$ cat src/rtl/core/ptcd_pkg.sv
package ptcd_pkg;

  // request codes on the input channel
  typedef enum logic {
    REQ_START = 1'b0,
    REQ_EDGE  = 1'b1
  } req_e;

  // result codes on the output channel
  typedef enum logic {
    KIND_READING = 1'b0,
    KIND_DONE    = 1'b1
  } kind_e;

  // configuration register indexes
  localparam logic [7:0] CFG_SENSOR_COUNT = 8'd0;
  localparam logic [7:0] CFG_BOARD_NUMBER = 8'd1;

  // reset values of the configuration registers
  localparam logic [7:0] SENSOR_COUNT_RST = 8'd1;
  localparam logic [7:0] BOARD_NUMBER_RST = 8'd0;

  // conversion constants, Q8.8
  localparam int TEMP_OFFSET = 421 * 256;
  localparam int SLOPE_GAIN  = 751 * 256;
  localparam int SLOPE_BITS  = 18;
  // quotient below this saturates high, above the other saturates low
  localparam int Q_SAT_HIGH  = TEMP_OFFSET - 32767;
  localparam int Q_SAT_LOW   = TEMP_OFFSET + 32768;
  localparam int DIFF_BITS   = SLOPE_BITS + 1;
  localparam logic signed [15:0] TEMP_MAX = 16'sh7fff;
  localparam logic signed [15:0] TEMP_MIN = 16'sh8000;

  // queue between front and back
  localparam int QUEUE_DEPTH = 2;
  localparam int QPTR_W      = 1;

  // everything of a job but the two pulse widths
  typedef struct packed {
    kind_e       kind;
    logic [7:0]  board;
    logic [7:0]  sensor;
    logic [31:0] time_us;
  } tag_t;

endpackage

$ cat src/rtl/core/ptcd_if.sv
interface ptcd_in_if;
  logic        valid;
  logic        ready;
  logic        req_type;
  logic [31:0] event_time_us;

  modport source (output valid, req_type, event_time_us, input ready);
  modport sink (input valid, req_type, event_time_us, output ready);
endinterface

interface ptcd_out_if;
  logic               valid;
  logic               ready;
  logic               result_kind;
  logic [7:0]         board_id;
  logic [7:0]         sensor_num;
  logic signed [15:0] temperature_q88;
  logic [31:0]        reading_time_us;

  modport source (output valid, result_kind, board_id, sensor_num, temperature_q88,
                  reading_time_us, input ready);
  modport sink (input valid, result_kind, board_id, sensor_num, temperature_q88,
                reading_time_us, output ready);
endinterface

interface ptcd_cfg_if;
  logic       valid;
  logic       ready;
  logic [7:0] index;
  logic [7:0] data;

  modport source (output valid, index, data, input ready);
  modport sink (input valid, index, data, output ready);
endinterface

$ cat src/rtl/core/ptcd_front.sv
module ptcd_front import ptcd_pkg::*; #(
  parameter int TIMER_BITS = 32,
  parameter int WIDTH_BITS = 16
) (
  input  logic                  clk_i,
  input  logic                  rst_ni,
  ptcd_in_if.sink               req_i,
  ptcd_cfg_if.sink              cfg_i,
  input  logic                  q_full_i,
  output logic                  push_o,
  output tag_t                  tag_o,
  output logic [WIDTH_BITS-1:0] high_o,
  output logic [WIDTH_BITS-1:0] low_o
);

  localparam int TB = (TIMER_BITS > 32) ? 32 : TIMER_BITS;
  localparam int XW = (TB > WIDTH_BITS) ? TB : WIDTH_BITS;

  typedef enum logic [1:0] {
    PH_IDLE = 2'd0,
    PH_HIGH = 2'd1,
    PH_LOW  = 2'd2,
    PH_DONE = 2'd3
  } phase_e;

  phase_e                phase_q, phase_d;
  logic [TB-1:0]         prev_q, prev_d;
  logic [WIDTH_BITS-1:0] high_q, high_d;
  logic [7:0]            idx_q, idx_d;
  logic [7:0]            count_q, board_q;

  logic                  acc;
  logic [TB-1:0]         now;
  logic [TB-1:0]         diff;
  logic [XW-1:0]         diff_x;
  logic [WIDTH_BITS-1:0] width_raw, width;
  logic [7:0]            idx_inc;

  assign req_i.ready = !q_full_i;
  assign cfg_i.ready = 1'b1;
  assign acc         = req_i.valid && req_i.ready;

  // pulse width since the previous edge, zero counts as one
  assign now       = req_i.event_time_us[TB-1:0];
  assign diff      = TB'(now - prev_q);
  assign diff_x    = XW'(diff);
  assign width_raw = diff_x[WIDTH_BITS-1:0];
  assign width     = (width_raw == '0) ? WIDTH_BITS'(1) : width_raw;
  assign idx_inc   = idx_q + 8'd1;

  assign high_o = high_q;
  assign low_o  = width;

  // edge sequencing and job issue
  always_comb begin
    phase_d       = phase_q;
    prev_d        = prev_q;
    high_d        = high_q;
    idx_d         = idx_q;
    push_o        = 1'b0;
    tag_o.kind    = KIND_READING;
    tag_o.board   = board_q;
    tag_o.sensor  = idx_q;
    tag_o.time_us = 32'(now);
    if (acc) begin
      if (req_i.req_type == REQ_START) begin
        phase_d = PH_HIGH;
        idx_d   = 8'd0;
        prev_d  = now;
      end else begin
        unique case (phase_q)
          PH_IDLE: begin
          end
          PH_HIGH: begin
            prev_d  = now;
            high_d  = width;
            phase_d = PH_LOW;
          end
          PH_LOW: begin
            prev_d = now;
            push_o = 1'b1;
            if (idx_inc >= count_q) begin
              phase_d = PH_DONE;
              idx_d   = 8'd0;
            end else begin
              phase_d = PH_HIGH;
              idx_d   = idx_inc;
            end
          end
          PH_DONE: begin
            prev_d       = now;
            push_o       = 1'b1;
            tag_o.kind   = KIND_DONE;
            tag_o.sensor = 8'd0;
            phase_d      = PH_IDLE;
          end
        endcase
      end
    end
  end

  // state and configuration registers
  always_ff @(posedge clk_i or negedge rst_ni) begin
    if (!rst_ni) begin
      phase_q <= PH_IDLE;
      prev_q  <= '0;
      high_q  <= '0;
      idx_q   <= '0;
      count_q <= SENSOR_COUNT_RST;
      board_q <= BOARD_NUMBER_RST;
    end else begin
      phase_q <= phase_d;
      prev_q  <= prev_d;
      high_q  <= high_d;
      idx_q   <= idx_d;
      if (cfg_i.valid && cfg_i.ready) begin
        unique case (cfg_i.index)
          CFG_SENSOR_COUNT: count_q <= cfg_i.data;
          CFG_BOARD_NUMBER: board_q <= cfg_i.data;
          default: begin
          end
        endcase
      end
    end
  end

endmodule

$ cat src/rtl/core/ptcd_queue.sv
module ptcd_queue import ptcd_pkg::*; #(
  parameter int DATA_W = 8
) (
  input  logic              clk_i,
  input  logic              rst_ni,
  input  logic              push_i,
  input  logic [DATA_W-1:0] data_i,
  input  logic              pop_i,
  output logic              valid_o,
  output logic [DATA_W-1:0] data_o,
  output logic              full_o
);

  localparam int CW = $clog2(QUEUE_DEPTH + 1);

  logic [DATA_W-1:0] mem_q [QUEUE_DEPTH];
  logic [QPTR_W-1:0] wr_ptr_q, rd_ptr_q;
  logic [CW-1:0]     count_q;

  assign valid_o = (count_q != '0);
  assign full_o  = (count_q == CW'(QUEUE_DEPTH));
  assign data_o  = mem_q[rd_ptr_q];

  // entry storage, no reset needed
  always_ff @(posedge clk_i) begin
    if (push_i) begin
      mem_q[wr_ptr_q] <= data_i;
    end
  end

  // pointers and fill count
  always_ff @(posedge clk_i or negedge rst_ni) begin
    if (!rst_ni) begin
      wr_ptr_q <= '0;
      rd_ptr_q <= '0;
      count_q  <= '0;
    end else begin
      if (push_i) begin
        wr_ptr_q <= wr_ptr_q + QPTR_W'(1);
      end
      if (pop_i) begin
        rd_ptr_q <= rd_ptr_q + QPTR_W'(1);
      end
      if (push_i && !pop_i) begin
        count_q <= count_q + CW'(1);
      end else if (pop_i && !push_i) begin
        count_q <= count_q - CW'(1);
      end
    end
  end

endmodule

$ cat src/rtl/core/ptcd_back.sv
module ptcd_back import ptcd_pkg::*; #(
  parameter int WIDTH_BITS = 16
) (
  input  logic                  clk_i,
  input  logic                  rst_ni,
  input  logic                  q_valid_i,
  input  tag_t                  tag_i,
  input  logic [WIDTH_BITS-1:0] high_i,
  input  logic [WIDTH_BITS-1:0] low_i,
  output logic                  pop_o,
  ptcd_out_if.source            rsp_o
);

  localparam int DW = WIDTH_BITS + SLOPE_BITS;
  localparam int CW = $clog2(DW + 1);

  typedef enum logic [1:0] {
    S_IDLE = 2'd0,
    S_DIV  = 2'd1,
    S_HOLD = 2'd2
  } state_e;

  state_e                state_q;
  tag_t                  tag_q;
  logic [DW-1:0]         quo_q, quo_d;
  logic [WIDTH_BITS-1:0] rem_q, rem_d;
  logic [WIDTH_BITS-1:0] lo_q;
  logic [CW-1:0]         cnt_q;

  logic [DW-1:0]         dividend;
  logic [WIDTH_BITS:0]   rem_sh;
  logic                  q_bit;
  logic [DIFF_BITS-1:0]  diff;
  logic signed [15:0]    temp;

  logic                  out_valid_q;
  logic                  out_kind_q;
  logic [7:0]            out_board_q, out_sensor_q;
  logic signed [15:0]    out_temp_q;
  logic [31:0]           out_time_q;

  assign pop_o = (state_q == S_IDLE) && q_valid_i;

  // scaled high width, constant multiply
  assign dividend = DW'(high_i) * DW'(SLOPE_GAIN);

  // one restoring division step
  always_comb begin
    rem_sh = {rem_q, quo_q[DW-1]};
    q_bit  = (rem_sh >= {1'b0, lo_q});
    rem_d  = q_bit ? WIDTH_BITS'(rem_sh - {1'b0, lo_q}) : rem_sh[WIDTH_BITS-1:0];
    quo_d  = {quo_q[DW-2:0], q_bit};
  end

  // offset minus quotient, saturated to 16 bits; zero for a done word
  always_comb begin
    diff = DIFF_BITS'(TEMP_OFFSET) - DIFF_BITS'(quo_q);
    if (tag_q.kind == KIND_DONE) begin
      temp = '0;
    end else if (quo_q > DW'(Q_SAT_LOW)) begin
      temp = TEMP_MIN;
    end else if (quo_q < DW'(Q_SAT_HIGH)) begin
      temp = TEMP_MAX;
    end else begin
      temp = diff[15:0];
    end
  end

  assign rsp_o.valid           = out_valid_q;
  assign rsp_o.result_kind     = out_kind_q;
  assign rsp_o.board_id        = out_board_q;
  assign rsp_o.sensor_num      = out_sensor_q;
  assign rsp_o.temperature_q88 = out_temp_q;
  assign rsp_o.reading_time_us = out_time_q;

  // sequencer, divider and output word register
  always_ff @(posedge clk_i or negedge rst_ni) begin
    if (!rst_ni) begin
      state_q      <= S_IDLE;
      tag_q        <= '0;
      quo_q        <= '0;
      rem_q        <= '0;
      lo_q         <= '0;
      cnt_q        <= '0;
      out_valid_q  <= 1'b0;
      out_kind_q   <= 1'b0;
      out_board_q  <= '0;
      out_sensor_q <= '0;
      out_temp_q   <= '0;
      out_time_q   <= '0;
    end else begin
      // word taken; in the hold state it is refilled below instead
      if (out_valid_q && rsp_o.ready && state_q != S_HOLD) begin
        out_valid_q <= 1'b0;
      end
      unique case (state_q)
        S_IDLE: begin
          if (q_valid_i) begin
            tag_q <= tag_i;
            quo_q <= dividend;
            rem_q <= '0;
            lo_q  <= low_i;
            cnt_q <= CW'(DW);
            state_q <= (tag_i.kind == KIND_DONE) ? S_HOLD : S_DIV;
          end
        end
        S_DIV: begin
          quo_q <= quo_d;
          rem_q <= rem_d;
          cnt_q <= cnt_q - CW'(1);
          if (cnt_q == CW'(1)) begin
            state_q <= S_HOLD;
          end
        end
        S_HOLD: begin
          if (!out_valid_q || rsp_o.ready) begin
            out_valid_q  <= 1'b1;
            out_kind_q   <= tag_q.kind;
            out_board_q  <= tag_q.board;
            out_sensor_q <= tag_q.sensor;
            out_temp_q   <= temp;
            out_time_q   <= tag_q.time_us;
            state_q      <= S_IDLE;
          end
        end
        default: begin
          state_q <= S_IDLE;
        end
      endcase
    end
  end

endmodule

$ cat src/rtl/core/pwm_temperature_chain_decoder_unit.sv
// Decoder for a daisy chain of PWM temperature sensors. A start word arms the
// chain and stamps the time; each edge word after it gives the pulse width since
// the previous edge (high, then low). Every low pulse yields one Q8.8 reading,
// 421*256 - 751*256*high/low saturated to 16 bits, and after sensor_count
// readings the next edge yields a done word. The front end takes one input word
// per cycle while its two-entry job queue has room; the back end takes one job at
// a time and finishes it before it takes the next, each reading through its
// one-bit-per-cycle restoring divider, a done word without division. A finished
// word waits in the output register while the next job is worked on.
module pwm_temperature_chain_decoder_unit import ptcd_pkg::*; #(
  parameter int TIMER_BITS = 32,
  parameter int WIDTH_BITS = 16
) (
  input  logic       clk_i,
  input  logic       rst_ni,
  ptcd_in_if.sink    req_i,
  ptcd_cfg_if.sink   cfg_i,
  ptcd_out_if.source rsp_o
);

  localparam int TAG_W = $bits(tag_t);
  localparam int JOB_W = TAG_W + 2 * WIDTH_BITS;

  logic                  q_push, q_full, q_pop, q_valid;
  tag_t                  push_tag, pop_tag;
  logic [WIDTH_BITS-1:0] push_high, push_low, pop_high, pop_low;
  logic [JOB_W-1:0]      q_wdata, q_rdata;

  // front end: edge sequencing and configuration
  ptcd_front #(
    .TIMER_BITS (TIMER_BITS),
    .WIDTH_BITS (WIDTH_BITS)
  ) u_front (
    .clk_i    (clk_i),
    .rst_ni   (rst_ni),
    .req_i    (req_i),
    .cfg_i    (cfg_i),
    .q_full_i (q_full),
    .push_o   (q_push),
    .tag_o    (push_tag),
    .high_o   (push_high),
    .low_o    (push_low)
  );

  assign q_wdata = {push_tag, push_high, push_low};

  // job queue
  ptcd_queue #(
    .DATA_W (JOB_W)
  ) u_queue (
    .clk_i   (clk_i),
    .rst_ni  (rst_ni),
    .push_i  (q_push),
    .data_i  (q_wdata),
    .pop_i   (q_pop),
    .valid_o (q_valid),
    .data_o  (q_rdata),
    .full_o  (q_full)
  );

  assign {pop_tag, pop_high, pop_low} = q_rdata;

  // back end: division, saturation, output register
  ptcd_back #(
    .WIDTH_BITS (WIDTH_BITS)
  ) u_back (
    .clk_i     (clk_i),
    .rst_ni    (rst_ni),
    .q_valid_i (q_valid),
    .tag_i     (pop_tag),
    .high_i    (pop_high),
    .low_i     (pop_low),
    .pop_o     (q_pop),
    .rsp_o     (rsp_o)
  );

  // no job is written into a full queue
  assert property (@(posedge clk_i) disable iff (!rst_ni) q_push |-> !q_full)
    else $error("job pushed into full queue");

  // the back end only takes a job that is there
  assert property (@(posedge clk_i) disable iff (!rst_ni) q_pop |-> q_valid)
    else $error("job popped from empty queue");

  // a done word carries neither a sensor number nor a temperature
  assert property (@(posedge clk_i) disable iff (!rst_ni)
    (rsp_o.valid && rsp_o.result_kind == KIND_DONE) |->
      (rsp_o.sensor_num == 8'd0 && rsp_o.temperature_q88 == 16'sd0))
    else $error("done word with reading payload");

endmodule
$ cat src/flat_wrapper.sv
// flat-port wrapper written by rule: the top's interface ports become plain ports
module pwm_temperature_chain_decoder_unit_flat import ptcd_pkg::*;
#(
  parameter int TIMER_BITS = 32,
  parameter int WIDTH_BITS = 16
)
  (clk_i, rst_ni, req_i_valid, req_i_req_type, req_i_event_time_us, req_i_ready, cfg_i_valid, cfg_i_index, cfg_i_data, cfg_i_ready, rsp_o_valid, rsp_o_result_kind, rsp_o_board_id, rsp_o_sensor_num, rsp_o_temperature_q88, rsp_o_reading_time_us, rsp_o_ready);
  ptcd_in_if req_i_i ();
  ptcd_cfg_if cfg_i_i ();
  ptcd_out_if rsp_o_i ();
  input  logic clk_i;
  input  logic rst_ni;
  input wire logic [$bits(req_i_i.valid)-1:0] req_i_valid;
  input wire logic [$bits(req_i_i.req_type)-1:0] req_i_req_type;
  input wire logic [$bits(req_i_i.event_time_us)-1:0] req_i_event_time_us;
  output wire logic [$bits(req_i_i.ready)-1:0] req_i_ready;
  input wire logic [$bits(cfg_i_i.valid)-1:0] cfg_i_valid;
  input wire logic [$bits(cfg_i_i.index)-1:0] cfg_i_index;
  input wire logic [$bits(cfg_i_i.data)-1:0] cfg_i_data;
  output wire logic [$bits(cfg_i_i.ready)-1:0] cfg_i_ready;
  output wire logic [$bits(rsp_o_i.valid)-1:0] rsp_o_valid;
  output wire logic [$bits(rsp_o_i.result_kind)-1:0] rsp_o_result_kind;
  output wire logic [$bits(rsp_o_i.board_id)-1:0] rsp_o_board_id;
  output wire logic [$bits(rsp_o_i.sensor_num)-1:0] rsp_o_sensor_num;
  output wire logic [$bits(rsp_o_i.temperature_q88)-1:0] rsp_o_temperature_q88;
  output wire logic [$bits(rsp_o_i.reading_time_us)-1:0] rsp_o_reading_time_us;
  input wire logic [$bits(rsp_o_i.ready)-1:0] rsp_o_ready;
  assign req_i_i.valid = req_i_valid;
  assign req_i_i.req_type = req_i_req_type;
  assign req_i_i.event_time_us = req_i_event_time_us;
  assign req_i_ready = req_i_i.ready;
  assign cfg_i_i.valid = cfg_i_valid;
  assign cfg_i_i.index = cfg_i_index;
  assign cfg_i_i.data = cfg_i_data;
  assign cfg_i_ready = cfg_i_i.ready;
  assign rsp_o_valid = rsp_o_i.valid;
  assign rsp_o_result_kind = rsp_o_i.result_kind;
  assign rsp_o_board_id = rsp_o_i.board_id;
  assign rsp_o_sensor_num = rsp_o_i.sensor_num;
  assign rsp_o_temperature_q88 = rsp_o_i.temperature_q88;
  assign rsp_o_reading_time_us = rsp_o_i.reading_time_us;
  assign rsp_o_i.ready = rsp_o_ready;
  pwm_temperature_chain_decoder_unit #(.TIMER_BITS(TIMER_BITS), .WIDTH_BITS(WIDTH_BITS)) u_core (.clk_i(clk_i), .rst_ni(rst_ni), .req_i(req_i_i), .cfg_i(cfg_i_i), .rsp_o(rsp_o_i));
endmodule
$ cat config.mk
export PLATFORM = sky130hd
export DESIGN_NAME = pwm_temperature_chain_decoder_unit_flat
export DESIGN_NICKNAME = d
export VERILOG_FILES = /design/src/rtl/core/ptcd_pkg.sv /design/src/rtl/core/ptcd_if.sv /design/src/rtl/core/ptcd_front.sv /design/src/rtl/core/ptcd_queue.sv /design/src/rtl/core/ptcd_back.sv /design/src/rtl/core/pwm_temperature_chain_decoder_unit.sv /design/src/flat_wrapper.sv
export SDC_FILE = /design/constraint.sdc
export NUM_CORES = 1
export LEC_CHECK = 0
export BUFFER_PORTS_ARGS = -buffer_cell sky130_fd_sc_hd__buf_4
export CORE_MARGIN = 2
export CORE_UTILIZATION = 28
export CTS_CLUSTER_SIZE = 10
export DETAILED_ROUTE_END_ITERATION = 7
export MAX_ROUTING_LAYER = met4
export SETUP_SLACK_MARGIN = 0.05
export SLEW_MARGIN = 15
export SYNTH_ARGS = -nofsm -noshare
export SYNTH_HDL_FRONTEND = slang
export SYNTH_SLANG_ARGS = --single-unit
$ cat constraint.sdc
create_clock -name clk_i -period 9.1 [get_ports clk_i]
set_input_delay 0 -clock clk_i [delete_from_list [all_inputs] [get_ports clk_i]]
set_output_delay 0 -clock clk_i [all_outputs]
set_load 0.02 [all_outputs]
### After elaboration in Yosys (flattened, before gate mapping)

Memories as Yosys holds them, arrays and structs flattened.
Index checks and enable logic that the tools add are counted.

* register bits after elaboration: 251
* bits in latches: 0
* bits in writable memories: 162
* bits in read-only memories: 0
* input port bits: 54
* output and inout bits: 68
* memories: 1

Memory list
* u_core.u_queue.mem_q: depth 2, width 81, read ports 1, clocked after memory_dff 0, write ports 1, line ptcd_queue.sv:16 `logic [DATA_W-1:0] mem_q [QUEUE_DEPTH];`

* add/sub/neg operators: 9
* multiply operators: 1
* div/mod/pow operators: 0
* order comparisons: 4
* equality and inequality tests: 15
* shift-type cells: 0
* multiplexer cells: 40
* bitwise gates (word level): 0
* reduce and logical (&&, ||, !) cells: 29

Operators by type and width (count)
* two-way mux 16 bit: 8
* case mux 34 bit (2 select lines): 1
* two-way mux 8 bit: 6
* > comparator 34 x 18 -> 1 bit, second input constant: 1
* < comparator 34 x 17 -> 1 bit, second input constant: 1
* two-way mux 34 bit: 1
* case mux 16 bit (2 select lines): 1
* subtractor 16 bit: 2
* multiplier 16 x 10 -> 26 bit, second input constant: 1
* greater-or-equal comparator 17 x 16 -> 1 bit: 1
* zero test 16 bit: 1
* two-way mux 2 bit: 8
* AND reduction 2 bit: 8
* subtractor 16 bit, first input constant: 1
* case mux 2 bit (3 select lines): 2
* case mux 6 bit (2 select lines): 1
* two-way mux 1 bit: 11
* != test 2 bit, second input constant: 5
* adder 8 x 1 -> 8 bit, second input constant: 1
* == test 2 bit, second input constant: 4
* == test 8 x 1 -> 1 bit, second input constant: 1
* greater-or-equal comparator 8 bit: 1
* zero test 8 bit: 1
* == test 6 x 1 -> 1 bit, second input constant: 1
* 16 further kinds: 29

### Logic depth before layout (Yosys ltp)

* depth in word-level cells: 9
* gate-level depth with buffers: 23
* mapped depth without buffers: 20

### By module

A second synthesis with hierarchy kept.

* cells, all modules: 1998
* area total of the unflattened synthesis: 22851.9 um2

By module, submodules not included
* ptcd_back: instances 1, cells each 1314, area an instance 12627.1 um2
* ptcd_queue: instances 1, cells each 268, area an instance 6433.7 um2
* ptcd_front: instances 1, cells each 416, area an instance 3791.1 um2

### Least setup slack after synthesis

OpenSTA, ideal clock, no wires.

* kind: reg2reg
* start point: reg u_core.u_queue.rd_ptr_q
* end point: reg u_core.u_back.quo_q[32]
* library setup time: 133 ps
* arrival: 6749 ps
* setup slack: 2218 ps
* cell stages (with the launch flop): 24
* path buffers: 3
* period minus slack after synthesis: 6882 ps
* path through: dfrtp_1 -> clkbuf_1 -> clkbuf_1 -> buf_1 -> mux2i_1 -> inv_1 -> fa_1 -> inv_1 -> fa_1 -> inv_1 -> fa_1 -> fa_1 -> inv_1 -> fa_1 -> inv_1 -> ha_1 -> a211oi_1 -> o21bai_1 -> a2111oi_1 -> o31ai_1 -> a211o_1 -> a21oi_1 -> xor2_1 -> o21ai_0

* longest elaborated chain between the ends: 4

Ends and longest elaborated chain
* from (decl): line ptcd_queue.sv:17 `logic [QPTR_W-1:0] wr_ptr_q, rd_ptr_q;`
* from (signal assigned): line ptcd_queue.sv:42 `rd_ptr_q <= rd_ptr_q + QPTR_W'(1);`
* memory read (2 x 81 bit)
* multiplier 16 x 10 -> 26 bit: line ptcd_back.sv:45 `assign dividend = DW'(high_i) * DW'(SLOPE_GAIN);`
* two-way mux 34 bit: line ptcd_back.sv:98 `if (q_valid_i) begin`
* case mux 34 bit (2 select lines): line ptcd_back.sv:96 `unique case (state_q)`
* to (signal assigned): line ptcd_back.sv:100 `quo_q <= dividend;`
* to (signal assigned): line ptcd_back.sv:108 `quo_q <= quo_d;`
* to (decl): line ptcd_back.sv:25 `logic [DW-1:0] quo_q, quo_d;`

No other way between the ends. The select of a mux whose other input is x is not followed.
A chain may end at the register's enable or synchronous reset.

### Worst setup path in the final report

Same ends and word-level chain as after synthesis.

==> metrics <==
RePlAce Congestion 0.8589; core area 77080 um^2; H-tree Lvls 2; worst reg2reg startpoint u_core.u_queue.rd_ptr_q; Area growth, synth to finish 19.51%; residual DRC count 0; CTS tree yes; internal reg-to-reg setup slack 2.29 ns; DIE HEIGHT 282.5 um; fin crit share 74.81%; Worst EP required 9.54 ns; Die ar. 79830 um^2; first-pass GRT wire length 77290 um; final hold vios 0; r2r endpoint u_core.u_back.quo_q[32]; Hold Crit Start cfg_i_index[6]; yosys warns 0; fin cells 3213; hold-critical path endpoint u_core.u_front.count_q[1]; RSZ-0062 raised after global routing false; # fillers 7743; f_max 146.9 MHz; first-pass detailed-route iteration total 5; status complete, no violations; DRT iter0 DRCs 638; CTS max path bufs 3; Max Slew Vio Count 0; clk root buf clkbuf_16; share of layout cells above drive strength 1 12.20%; Crit Path Category register to register; final core utilization 33.68%; Gate Count Post-Synth 1952; Synth area leader dfrtp_1; Clock Skews 0.04029 ns; PortBufs 120; Seq/Total Area, Yosys 51.31%; largest net degree at the start of global routing 110; Post-synth EDFFs 162; clk sink count 413; dpl cells 3060; IO Pins 122; Synth cell types 74; Synth area leaders dfrtp_1 29%, edfxtp_1 22%, fa_1 7.4%; vias in the first global route 14.42k; Slew @ Worst Pin 1.069 ns; CP Launch Type register; Die X 282.5 um; GR Util All Layers 12.31%; FP Rows 102; Mapped Avg Cell Area 11.13 um^2; endpoints failing setup 0; WL final 47310 um; NumNets Final 2393; crit path time final 6.808 ns; global route overflow 0; ys async rst share 60.77%; Worst slew margin 28.74%; placed inst area 23820 um^2; path type of the worst min-delay path input pin to register; Worst-path clk slew 0.06 ns; worst path arrival time 7.25 ns; Resized Gates After CTS 0; Avg Vias per Cell 4.388; Crit. End Element register; CP Max Fanout 38; Num CTS Buffers 50; DR vias 14.10k; Primary FF master, synth dfrtp_1; Syn Nets 2213; max_cap viols 0; starting density of the core 28.18%; Total Neg Setup Slack 0 ns; post-synth design cell area 21720 um^2; path depth of the worst reg2reg path 20; wire length per cell 14.73 um; Post-DRT Antenna Nets 0; number of synthesized register bits 413; initial antenna violation count 1; worst skew pair latency 0.60 ns; HPWL after DPL 33390 um; fin area 25960 um^2; worst hold path stage count 5; Synth top area share 28.80%
[per-layer routing]
layer  vias to the layer above  GRT usage, %  share of wire, %
li1                       6968             -                 -
met1                      6875         16.57                48
met2                       198         19.49                47
met3                        57         1.966               3.2
met4                         0         2.849               1.8
met5                         -             -                 0
[cell families (layout without fill, tap and decap cells)]
family | count (synthesis) | after routing | share of synthesized area, %
muxes | 129 | 129 | 6.151
xor gates and xnor gates | 70 | 70 | 2.822
and+or+nand+nor | 492 | 492 | 9.802
other | 1 | 2 | 0.01726
adders and majority gates | 207 | 207 | 14.69
AOI/OAI and AO/OA | 333 | 333 | 9.802
DFF | 413 | 413 | 51.31
buffers and inverters | 307 | 527 | 5.408
[flip-flops by register name (all words and copies together) (netlist names), 32 cells and up]
name and count:
u_core.u_back.rsp_o.reading_time_us 32, u_core.u_back.quo_q 34, u_core.u_queue.mem_q 162, u_core.u_back.tag_q 49
[cells in the mapped netlist, types with 8 or more instances]
library cell,instances
nand2b_1,9
nor4_1,8
o211ai_1,11
a21oi_1,38
and2_1,13
dfrtp_1,250
xor2_1,22
edfxtp_1,162
o21ai_2,11
mux2_2,36
nand3_1,18
nor2b_1,12
clkbuf_1,53
xnor2_1,48
nor3_1,13
ha_1,127
o21a_1,9
nand2_1,325
inv_1,243
a22oi_1,15
nor2_1,58
mux2i_1,93
o21bai_1,13
fa_1,80
o21ai_0,151
a21o_1,19
[layout by cell type (no fill, tap or decap), types with 8 or more instances in the layout]
cell type	count
xor2_1	22
mux2i_1	93
mux2_2	36
o21bai_1	12
edfxtp_1	162
nand2b_1	8
a22oi_1	15
ha_1	127
fa_1	80
o21ai_2	11
nor4_1	8
clkbuf_16	50
o21ai_0	151
nor2b_1	10
and2_1	13
a21o_1	19
xnor2_1	48
nor3_1	12
dfrtp_1	249
o211ai_1	11
nor2_1	56
a21oi_1	38
o21a_1	9
dlygate4sd3_1	60
clkbuf_1	30
nand3_1	18
nand2_1	325
buf_4	131
inv_1	242
[metrics by stage]
step | hold slack [ns] | worst slack [ns]
3_3_place_gp | 0.1267 | 2.304
5_1_grt | 0.09689 | 1.771
6_report | 0.04626 | 2.292
4_1_cts | 0.004902 | 2.237
2_1_floorplan | -0.2956 | 2.218
3_5_place_dp | 0.1353 | 2.274
[timing repair]
action / CTS / global route
buffers inserted: 0 / 0
hold buffers: 60 / 0
endpoints found under the hold margin: 214 / 0
[critical path: stages (launching register included)]
cell,delay [ns]
dfrtp_4,0.87
mux2i_1,0.46
inv_1,0.27
fa_1,0.58
inv_1,0.05
fa_1,0.49
inv_1,0.05
fa_1,0.46
fa_1,0.55
inv_1,0.05
fa_1,0.50
inv_1,0.04
ha_1,0.34
a211oi_1,0.29
o21bai_1,0.15
a2111oi_1,0.58
o31ai_1,0.25
a211o_1,0.30
a21oi_1,0.17
xor2_1,0.14
o21ai_0,0.08
[worst max-delay path by stage]
stage	slack (ns)	to	start
2_1_floorplan	2.22	u_core.u_back.quo_q[32]	u_core.u_queue.rd_ptr_q
3_3_place_gp	2.30	u_core.u_back.quo_q[32]	u_core.u_queue.rd_ptr_q
3_5_place_dp	2.27	u_core.u_back.quo_q[32]	u_core.u_queue.rd_ptr_q
4_1_cts	2.24	u_core.u_back.quo_q[30]	u_core.u_queue.rd_ptr_q
5_1_grt	1.77	u_core.u_back.quo_q[32]	u_core.u_queue.rd_ptr_q
6_report	2.29	u_core.u_back.quo_q[32]	u_core.u_queue.rd_ptr_q
[layout make-up]
type                    count  area, um^2  share of cell area (%)
repair buffers            192        1599                   6.159
diodes                      1       2.502                0.009639
well taps                1040        1301                   5.012
inverters                 243       914.6                   3.523
multi-input cells        1232        9452                   36.40
flip-flops and latches    413       11150                   42.95
clock buffers              84        1419                   5.465
clock inverters             8       123.9                  0.4771
Power is not shown: default switching activity piles up to over one toggle a cycle in this logic, so the estimate is an artifact.
